[src/hdl/escp_pkg.sv]
// ----------------------------------------------------------------------------
// escp_pkg: shared types and constants for the encoder speed P controller
// Widths, fixed-point scaling constants, register indexes, FSM state and the
// command bundle passed from the controller to the datapath.
// ----------------------------------------------------------------------------
package escp_pkg;

	// edge counter width
	localparam int CNT_W = 32;

	// saturated count delta magnitude
	localparam int MAG_W   = 15;
	localparam int SAT_MAX = 32767;

	// delta * 40, then / 7 via reciprocal (60000/10500 = 40/7)
	localparam int M40_W  = 21;
	localparam int RCP_W  = 22;
	localparam int RCP_SH = 24;
	localparam int QF_W   = M40_W + RCP_W;
	localparam logic [RCP_W-1:0] RECIP7 = 22'd2396746; // ceil(2^24 / 7)

	// speed magnitude and signed speed
	localparam int SPD_W   = 18;
	localparam int SPEED_W = 19;

	// controller arithmetic
	localparam int LIM_W  = 15;
	localparam int ERR_W  = 20;
	localparam int PROD_W = 37;
	localparam int SUM_W  = 38;
	localparam int FRAC_W = 16;
	localparam int RND_W  = SUM_W - FRAC_W;
	localparam int HALF   = 32768;

	// configuration port
	localparam int TGT_W  = 14;
	localparam int GAIN_W = 16;
	localparam int BAND_W = 8;
	localparam int CFG_AW = 2;
	localparam int CFG_DW = 16;

	localparam logic [CFG_AW-1:0] REG_TARGET = 2'd0;
	localparam logic [CFG_AW-1:0] REG_GAIN   = 2'd1;
	localparam logic [CFG_AW-1:0] REG_BAND   = 2'd2;

	localparam logic [GAIN_W-1:0] GAIN_RST = 16'd852;
	localparam logic [BAND_W-1:0] BAND_RST = 8'd31;

	// duty and compare
	localparam int DUTY_W = 7;
	localparam int CMP_W  = 7;
	localparam int DUTY_OVER = 99;
	localparam logic [DUTY_W-1:0] DUTY_MAX = 7'd98;
	localparam logic [DUTY_W-1:0] DUTY_MIN = 7'd1;
	localparam logic [CMP_W-1:0]  CMP_ZT   = 7'd99;

	// input item kinds
	localparam logic OP_EDGE = 1'b0;
	localparam logic OP_TICK = 1'b1;

	typedef enum logic [1:0] {
		ST_IDLE,
		ST_SCALE,
		ST_GAIN,
		ST_COMMIT
	} state_t;

	typedef struct packed {
		logic count_en;
		logic count_up;
		logic ld_delta;
		logic ld_speed;
		logic ld_prod;
		logic commit;
	} dp_cmd_t;

endpackage

[src/hdl/escp_dp.sv]
// ----------------------------------------------------------------------------
// escp_dp: encoder speed P controller datapath
// Edge counter, speed scaling, proportional step, duty clamp and the result
// register, all sequenced by commands from escp_ctrl.
// ----------------------------------------------------------------------------
module escp_dp import escp_pkg::*; (
	input  logic                      clk,
	input  logic                      arst_n,
	input  dp_cmd_t                   cmd,
	input  logic                      cfg_we,
	input  logic [CFG_AW-1:0]         cfg_idx,
	input  logic [CFG_DW-1:0]         cfg_wdata,
	output logic [CMP_W-1:0]          compare_value,
	output logic                      drive_direction,
	output logic signed [SPEED_W-1:0] speed_rpm
);

	logic [TGT_W-1:0]  target_q;
	logic [GAIN_W-1:0] gain_q;
	logic [BAND_W-1:0] band_q;

	logic [CNT_W-1:0]  edge_q;
	logic [CNT_W-1:0]  prior_q;
	logic [DUTY_W-1:0] duty_q;
	logic              dir_q;

	// stage registers
	logic [M40_W-1:0]         m40_s1;
	logic                     neg_s1;
	logic [SPD_W-1:0]         q_s2;
	logic                     neg_s2;
	logic signed [PROD_W-1:0] prod_s3;
	logic                     dir_s3;
	logic                     keep_s3;
	logic                     zt_s3;

	logic [CMP_W-1:0]          cmp_q;
	logic signed [SPEED_W-1:0] speed_q;

	// delta
	logic [CNT_W-1:0] diff;
	logic [CNT_W-1:0] mag_full;
	logic [MAG_W-1:0] mag_sat;
	logic [M40_W-1:0] m40;

	// scale
	logic [QF_W-1:0]  quo_full;
	logic [SPD_W-1:0] quo;

	// gain
	logic [LIM_W-1:0]        limit;
	logic                    zt;
	logic                    above;
	logic                    below;
	logic signed [ERR_W-1:0] tgt_e;
	logic signed [ERR_W-1:0] q_e;
	logic signed [ERR_W-1:0] err;
	logic signed [GAIN_W:0]  gain_e;
	logic signed [PROD_W-1:0] prod;
	logic                    dir_n;

	// commit
	logic [DUTY_W-1:0]       base;
	logic signed [SUM_W-1:0] sum;
	logic signed [SUM_W-1:0] rnd;
	logic [RND_W-1:0]        r;
	logic [DUTY_W-1:0]       duty_n;
	logic [CMP_W-1:0]        cmp_n;

	always_ff @(posedge clk or negedge arst_n) begin
		if (!arst_n) begin
			target_q <= '0;
			gain_q   <= GAIN_RST;
			band_q   <= BAND_RST;
		end else if (cfg_we) begin
			unique case (cfg_idx)
				REG_TARGET: target_q <= cfg_wdata[TGT_W-1:0];
				REG_GAIN:   gain_q   <= cfg_wdata[GAIN_W-1:0];
				REG_BAND:   band_q   <= cfg_wdata[BAND_W-1:0];
				default: ;
			endcase
		end
	end

	always_ff @(posedge clk or negedge arst_n) begin
		if (!arst_n) begin
			edge_q  <= '0;
			prior_q <= '0;
		end else begin
			if (cmd.count_en) begin
				edge_q <= cmd.count_up ? edge_q + CNT_W'(1) : edge_q - CNT_W'(1);
			end
			if (cmd.ld_delta) begin
				prior_q <= edge_q;
			end
		end
	end

	// count change, saturated, times 40
	always_comb begin
		diff     = edge_q - prior_q;
		mag_full = diff[CNT_W-1] ? (~diff + CNT_W'(1)) : diff;
		mag_sat  = (mag_full > CNT_W'(SAT_MAX)) ? MAG_W'(SAT_MAX) : mag_full[MAG_W-1:0];
		m40      = M40_W'({mag_sat, 5'b0}) + M40_W'({mag_sat, 3'b0});
	end

	// divide by 7: exact for m40 < 2^24 / 6
	always_comb begin
		quo_full = QF_W'(m40_s1) * QF_W'(RECIP7);
		quo      = quo_full[RCP_SH +: SPD_W];
	end

	// error against target, direction decision
	always_comb begin
		limit  = LIM_W'(target_q) + LIM_W'(band_q);
		zt     = (target_q == '0);
		above  = !neg_s2 && (q_s2 > SPD_W'(limit));
		below  = neg_s2 || (q_s2 < SPD_W'(limit));
		tgt_e  = signed'(ERR_W'(target_q));
		q_e    = signed'(ERR_W'(q_s2));
		if (zt) begin
			err = q_e;
		end else if (!above && !below) begin
			err = '0;
		end else if (neg_s2) begin
			err = tgt_e + q_e;
		end else begin
			err = tgt_e - q_e;
		end
		gain_e = signed'({1'b0, gain_q});
		prod   = gain_e * err;
		if (zt) begin
			dir_n = !(!neg_s2 && (q_s2 != '0));
		end else begin
			dir_n = !above;
		end
	end

	// s = duty (0 at zero target) * 2^16 + product, round half away, clamp to 1..98
	always_comb begin
		base = zt_s3 ? '0 : duty_q;
		sum  = signed'(SUM_W'({base, {FRAC_W{1'b0}}})) + SUM_W'(prod_s3);
		rnd  = sum + signed'(SUM_W'(HALF));
		r    = rnd[SUM_W-1:FRAC_W];
		if (sum[SUM_W-1]) begin
			duty_n = DUTY_MIN;
		end else if (r >= RND_W'(DUTY_OVER)) begin
			duty_n = DUTY_MAX;
		end else if (r == '0) begin
			duty_n = DUTY_MIN;
		end else begin
			duty_n = r[DUTY_W-1:0];
		end
		cmp_n = zt_s3 ? (CMP_ZT - duty_n) : (DUTY_MAX - duty_n);
	end

	always_ff @(posedge clk) begin
		if (cmd.ld_delta) begin
			m40_s1 <= m40;
			neg_s1 <= diff[CNT_W-1];
		end
		if (cmd.ld_speed) begin
			q_s2   <= quo;
			neg_s2 <= neg_s1 && (quo != '0);
		end
		if (cmd.ld_prod) begin
			prod_s3 <= prod;
			dir_s3  <= dir_n;
			keep_s3 <= !zt && !above && !below;
			zt_s3   <= zt;
		end
		if (cmd.commit) begin
			cmp_q   <= cmp_n;
			speed_q <= neg_s2 ? -signed'(SPEED_W'(q_s2)) : signed'(SPEED_W'(q_s2));
		end
	end

	always_ff @(posedge clk or negedge arst_n) begin
		if (!arst_n) begin
			duty_q <= '0;
			dir_q  <= 1'b0;
		end else if (cmd.commit) begin
			duty_q <= duty_n;
			if (!keep_s3) begin
				dir_q <= dir_s3;
			end
		end
	end

	assign compare_value   = cmp_q;
	assign drive_direction = dir_q;
	assign speed_rpm       = speed_q;

endmodule

[src/hdl/escp_ctrl.sv]
// ----------------------------------------------------------------------------
// escp_ctrl: encoder speed P controller sequencer
// Takes input transfers, steps the datapath through a sample update and
// owns the result valid flag.
// ----------------------------------------------------------------------------
module escp_ctrl import escp_pkg::*; (
	input  logic    clk,
	input  logic    arst_n,
	input  logic    s_tvalid,
	output logic    s_tready,
	input  logic    op,
	input  logic    b_level,
	output logic    m_tvalid,
	input  logic    m_tready,
	output dp_cmd_t cmd
);

	state_t state_q;
	state_t state_d;
	logic   out_valid_q;
	logic   out_free;

	always_ff @(posedge clk or negedge arst_n) begin
		if (!arst_n) begin
			state_q     <= ST_IDLE;
			out_valid_q <= 1'b0;
		end else begin
			state_q <= state_d;
			if (cmd.commit) begin
				out_valid_q <= 1'b1;
			end else if (m_tready) begin
				out_valid_q <= 1'b0;
			end
		end
	end

	always_comb begin
		state_d  = state_q;
		cmd      = '0;
		s_tready = 1'b0;
		out_free = !out_valid_q || m_tready;
		unique case (state_q)
			ST_IDLE: begin
				s_tready = 1'b1;
				if (s_tvalid) begin
					if (op == OP_TICK) begin
						cmd.ld_delta = 1'b1;
						state_d      = ST_SCALE;
					end else begin
						cmd.count_en = 1'b1;
						cmd.count_up = b_level;
					end
				end
			end
			ST_SCALE: begin
				cmd.ld_speed = 1'b1;
				state_d      = ST_GAIN;
			end
			ST_GAIN: begin
				cmd.ld_prod = 1'b1;
				state_d     = ST_COMMIT;
			end
			ST_COMMIT: begin
				if (out_free) begin
					cmd.commit = 1'b1;
					state_d    = ST_IDLE;
				end
			end
			default: state_d = ST_IDLE;
		endcase
	end

	assign m_tvalid = out_valid_q;

	a_rise_after_commit: assert property (@(posedge clk) disable iff (!arst_n)
		$rose(m_tvalid) |-> $past(state_q == ST_COMMIT))
		else $error("result valid rose outside commit");

	a_tick_starts: assert property (@(posedge clk) disable iff (!arst_n)
		(state_q == ST_IDLE && s_tvalid && op == OP_TICK) |=> (state_q == ST_SCALE))
		else $error("sample tick did not start an update");

	a_update_order: assert property (@(posedge clk) disable iff (!arst_n)
		(state_q == ST_SCALE) |=> (state_q == ST_GAIN) ##1 (state_q == ST_COMMIT))
		else $error("update steps out of order");

	a_one_cmd: assert property (@(posedge clk) disable iff (!arst_n)
		$onehot0({cmd.count_en, cmd.ld_delta, cmd.ld_speed, cmd.ld_prod, cmd.commit}))
		else $error("more than one datapath command at once");

endmodule

[src/hdl/encoder_speed_p_controller_core.sv]
// ----------------------------------------------------------------------------
// encoder_speed_p_controller_core: quadrature encoder speed meter with a
// proportional PWM duty controller
// ----------------------------------------------------------------------------
// Use:
//   Input stream (s_t*): each transfer is one item. tuser = 0 is an encoder
//   edge: tdata[0] (channel B level) counts the edge counter up (1) or down
//   (0); no result is produced. tuser = 1 is a sample tick: speed is taken
//   from the counter change since the last tick, the duty level is updated
//   and one result transfer follows on the output stream (m_t*).
//   Edges are taken back to back while idle. A tick goes from its transfer
//   to the result register in steps (delta and x40, reciprocal multiply for
//   /7, gain multiply, round/clamp/commit); s_tready is low from the step
//   after the transfer until commit. The result sits in an output register,
//   so edges and the next tick are taken while it waits. If the receiver
//   stalls and a second tick reaches its commit step with the first result
//   still unread, that update holds until the output register drains.
//   Configuration (cfg_we/cfg_idx/cfg_wdata) is to be written by the user
//   only while the block is idle; the block does not enforce it. Indexes:
//   0 target rpm, 1 gain (Q0.16), 2 band offset; other indexes ignored.
//   Reset (arst_n low) clears counters, duty and direction, loads the
//   default gain and band offset and empties the output register.
module encoder_speed_p_controller_core import escp_pkg::*; (
	input  logic              clk,
	input  logic              arst_n,
	input  logic              s_tvalid,
	output logic              s_tready,
	input  logic [7:0]        s_tdata,   // [0] encoder_b_level
	input  logic              s_tuser,   // [0] opcode
	output logic              m_tvalid,
	input  logic              m_tready,
	output logic [31:0]       m_tdata,   // [6:0] compare_value, [7] drive_direction,
	                                     // [26:8] speed_rpm
	input  logic              cfg_we,
	input  logic [CFG_AW-1:0] cfg_idx,
	input  logic [CFG_DW-1:0] cfg_wdata
);

	dp_cmd_t                   cmd;
	logic [CMP_W-1:0]          compare_value;
	logic                      drive_direction;
	logic signed [SPEED_W-1:0] speed_rpm;

	// sequencer: handshakes and update steps
	escp_ctrl u_ctrl (
		.clk      (clk),
		.arst_n   (arst_n),
		.s_tvalid (s_tvalid),
		.s_tready (s_tready),
		.op       (s_tuser),
		.b_level  (s_tdata[0]),
		.m_tvalid (m_tvalid),
		.m_tready (m_tready),
		.cmd      (cmd)
	);

	// counter, arithmetic and result register
	escp_dp u_dp (
		.clk             (clk),
		.arst_n          (arst_n),
		.cmd             (cmd),
		.cfg_we          (cfg_we),
		.cfg_idx         (cfg_idx),
		.cfg_wdata       (cfg_wdata),
		.compare_value   (compare_value),
		.drive_direction (drive_direction),
		.speed_rpm       (speed_rpm)
	);

	// pad to whole bytes
	assign m_tdata = {5'b0, speed_rpm, drive_direction, compare_value};

endmodule

[config.mk]
export PLATFORM = sky130hd
export DESIGN_NAME = encoder_speed_p_controller_core
export DESIGN_NICKNAME = d
export VERILOG_FILES = /design/src/hdl/escp_pkg.sv /design/src/hdl/escp_dp.sv /design/src/hdl/escp_ctrl.sv /design/src/hdl/encoder_speed_p_controller_core.sv
export SDC_FILE = /design/constraint.sdc
export NUM_CORES = 2
export LEC_CHECK = 0
export ABC_AREA = 1
export BUFFER_PORTS_ARGS = -buffer_cell sky130_fd_sc_hd__buf_2
export CAP_MARGIN = 20
export CORE_MARGIN = 2
export CORE_UTILIZATION = 70
export DETAILED_ROUTE_END_ITERATION = 7
export PLACE_DENSITY = 0.85
export SETUP_SLACK_MARGIN = 0.5
export SLEW_MARGIN = 40
export SYNTH_ARGS = -nofsm -noshare
export SYNTH_HDL_FRONTEND = slang
export SYNTH_HIERARCHICAL = 1
export SYNTH_SLANG_ARGS = --single-unit
[constraint.sdc]
create_clock -name clk -period 21.7 [get_ports clk]
set_clock_uncertainty 0.1 [all_clocks]
set_input_delay 4.34 -clock clk [delete_from_list [all_inputs] [get_ports clk]]
set_output_delay 4.34 -clock clk [all_outputs]
set_load 0.01 [all_outputs]
==> impl_metrics.yaml <==
cts:
  clk_latency_ns: 0.57
  cts_tree: "built"
  cts_hold_buf: 0
  clkSlewWorstSetupHoldPaths_ns: 0.06
  clk_path_buf_depth: 3
  htreeDepth: 1
  cts_sinks: 202
  cts_repair_resize_count: 0
  cts_buffers: 25
  post-cts-setup-buffer-count: 0
  cts-root-buf: "clkbuf_16"
synthesis:
  synth_xor_xnor_area_share_pct: 4.144
  ys_warn_count: 6
  synth_top_family_by_area: "adder cells"
  syn_area_per_cell_sq_um: 7.692
  syn-instance-count: 4369
  yosys.area_share.simple_pct: 21.27
  synth_cell_type_count: 53
  muxShareOfSynthArea_pct: 0.03351
  yosysSeqAreaShare_pct: 16.40
  syn_area_sq_um: 33600
  synth_compound_area_share_pct: 8.199
  ys_ff_latch: 202
  synth_fa_ha_area_share_pct: 38.31
critical_path:
  cp_num_buf_inv: 6
  cp_slowest_stage_delay_ns: 0.60
  path_class: "reg2reg"
  cp.arrival_ns: 11.90
  rr_endpoint: "u_dp/prod_s3[28]$_DFFE_PP_"
  r2r_setup_slack_ns: 9.98
  r2r_cells: 50
  start_kind: "flip-flop"
  crit_path_end_kind: "flip-flop"
  slowest_stage: "o21ai_0"
  r2r-start: "u_dp/band_q[0]$_DFFE_PN1P_"
  cp_num_cells: 50
  crit_top_cell: "nand2_1"
  worstPathRequired_ns: 21.89
  crit_path_max_fanout: 9
  crit_family: "compound AO/OA/AOI/OAI gates"
global_routing:
  grt-ovfl-total: 0
  gr-usage-all-layers_pct: 34.76
  grt_pass1_wl_um: 139300
  antenna_found_initial: 1
  grt_max_degree: 84
  first_global_vias: 28832
worst_hold_path:
  whs_path_depth: 1
  holdCritStartpoint: "u_dp/dir_s3$_DFFE_PP_"
  hold_class: "reg2reg"
  min_to: "u_dp/drive_direction$_DFFE_PN0P_"
cells_and_area:
  final_common_cell: "inv_1"
  multi_input_area_sq_um: 24240
  mostFrequentLayoutCells: "inv_1, nand2_1, ha_1, nor2_1, fa_1"
  syn_to_final_growth_pct: 5.265
  nets: 5223
  stdcell_count: 5031
  antenna_cells: 0
  seqCellArea_sq_um: 5513
  final_layout_size_suffix_gt1_share_pct: 5.322
  n_fill_cell: 3706
die:
  rows: 80
  die_w_um: 223.1
  die_y_um: 223.1
  io_pins: 66
  start_util_pct: 70.68
  die-area_sq_um: 49780
  coreArea_sq_um: 47550
route:
  totalWireLength_um: 84430
  firstDrtPassIters: 8
  drcViolationCount: 0
  antenna_left: 0
  via_per_inst: 5.696
  vias: 28657
  drt_iter0_drc: 2448
  wl_per_cell_um: 16.78
timing:
  worstMarginPinSlew_ns: 0.9645
  fin_crit_ns: 11.72
  max_freq_ghz: 0.08534
  slew_viol_final: 0
  slew_headroom_pct: 35.20
  hold_viol: 0
  finalSetupViolCount: 0
  rsz0062_at_grt: "no"
  fin_crit_sh_pct: 54.00
  fin_hold_ws_ns: 0.3531
  tns_ns: 0
status:
  status: "complete, no violations"
placement:
  dp.cells: 4985
  place.gp.congestion: 0.9797
  portBuffers: 53
  dp_hpwl_um: 68260
flow_run:
  maxCapViolCount: 0
metrics by stage:
| step | utilization [%] | instance area, sq um | worst slack, ns |
|---|---|---|---|
| after floorplan | - | 33620 | 12.32 |
| after global placement | 72.57 | 34500 | 10.65 |
| after detailed placement | 72.58 | 34510 | 10.36 |
| after CTS | 74.29 | 35320 | 10.30 |
| after global routing | 74.40 | 35370 | 9.518 |
| final | 74.40 | 35370 | 9.981 |
sequential cells by signal (all words and copies together) (netlist names), 2 cells and up:
signal / cells
u_dp/edge_q: 32
u_dp/prior_q: 32
u_dp/prod_s3: 22
u_dp/speed_rpm: 19
u_dp/m40_s1: 18
u_dp/q_s2: 18
u_dp/gain_q: 16
u_dp/target_q: 14
u_dp/band_q: 8
u_dp/compare_value: 7
u_dp/duty_q: 7
u_ctrl/state_q: 2
per-layer routing:
metal / GRT usage, % / share of wire (%) / vias to the layer above
li1: - / - / 13698
met4: 17.21 / 5.6 / 0
met5: 0 / 0 / -
met2: 59.32 / 47 / 1152
met3: 4.978 / 7.8 / 314
met1: 43.49 / 39 / 13493
kinds of logic after synthesis:
logic type / after synthesis
buffers and inverters: 1029
adder cells (fa/ha/maj): 792
AND/OR/NAND/NOR: 1686
XOR/XNOR: 159
multiplexers: 1
AO/OA/AOI/OAI: 499
other: 1
flip-flops: 202
layout make-up:
cell class,instances,share of cell area [%]
Multi-Input combinational cell,3142,68.52
Sequential cell,202,15.58
Inverter,953,10.12
Tap cell,615,2.175
Clock buffer,34,2.041
Timing Repair Buffer,75,1.309
Clock inverter,10,0.2547
Yosys cell counts (all sizes together):
cell type  count  area, sq um
a2111oi        2        17.52
a211oi         1        7.510
a21boi         4        30.03
a21o           8        60.06
a21oi        202         1018
a221oi         6        52.55
a31o           3        26.28
a31oi         17        106.4
and2           5        31.28
buf           19        113.9
clkbuf        57        214.0
clkinv        14        52.55
conb           1        3.750
dfrtp        103         2577
dfstp         10        262.8
edfxtp        89         2673
fa           395         7908
ha           397         4967
inv          939         3527
mux2           1        11.26
nand2        918         3531
nand3        179        940.9
nand3b        13        97.59
nand4         73        456.7
nor2         417         1630
nor3          44        225.2
nor3b          1        7.510
nor4          10        62.56
o2111ai        3        26.28
o211ai         9        67.56
o21a          12        90.09
o21ai        202         1022
o21bai        22        165.2
o221ai         4        35.03
o31ai          4        30.03
or2           25        156.4
or4            1        7.510
xnor2         49        429.2
xor2         110        963.4
how the worst max path moves through the flow:
stage	slack [ns]	endpoint	startpoint
final	9.98	u_dp/prod_s3[28]$_DFFE_PP_	u_dp/band_q[0]$_DFFE_PN1P_
after global routing	9.52	u_dp/prod_s3[32]$_DFFE_PP_	u_dp/band_q[0]$_DFFE_PN1P_
after CTS	10.30	u_dp/prod_s3[32]$_DFFE_PP_	u_dp/band_q[0]$_DFFE_PN1P_
after detailed placement	10.36	u_dp/prod_s3[32]$_DFFE_PP_	u_dp/band_q[0]$_DFFE_PN1P_
after global placement	10.65	u_dp/prod_s3[28]$_DFFE_PP_	u_dp/band_q[0]$_DFFE_PN1P_
after floorplan	12.32	u_dp/prod_s3[33]$_DFFE_PP_	u_dp/target_q[0]$_DFFE_PN0P_
Power is not shown: default switching activity piles up to over one toggle a cycle in this logic, so the estimate is an artifact.
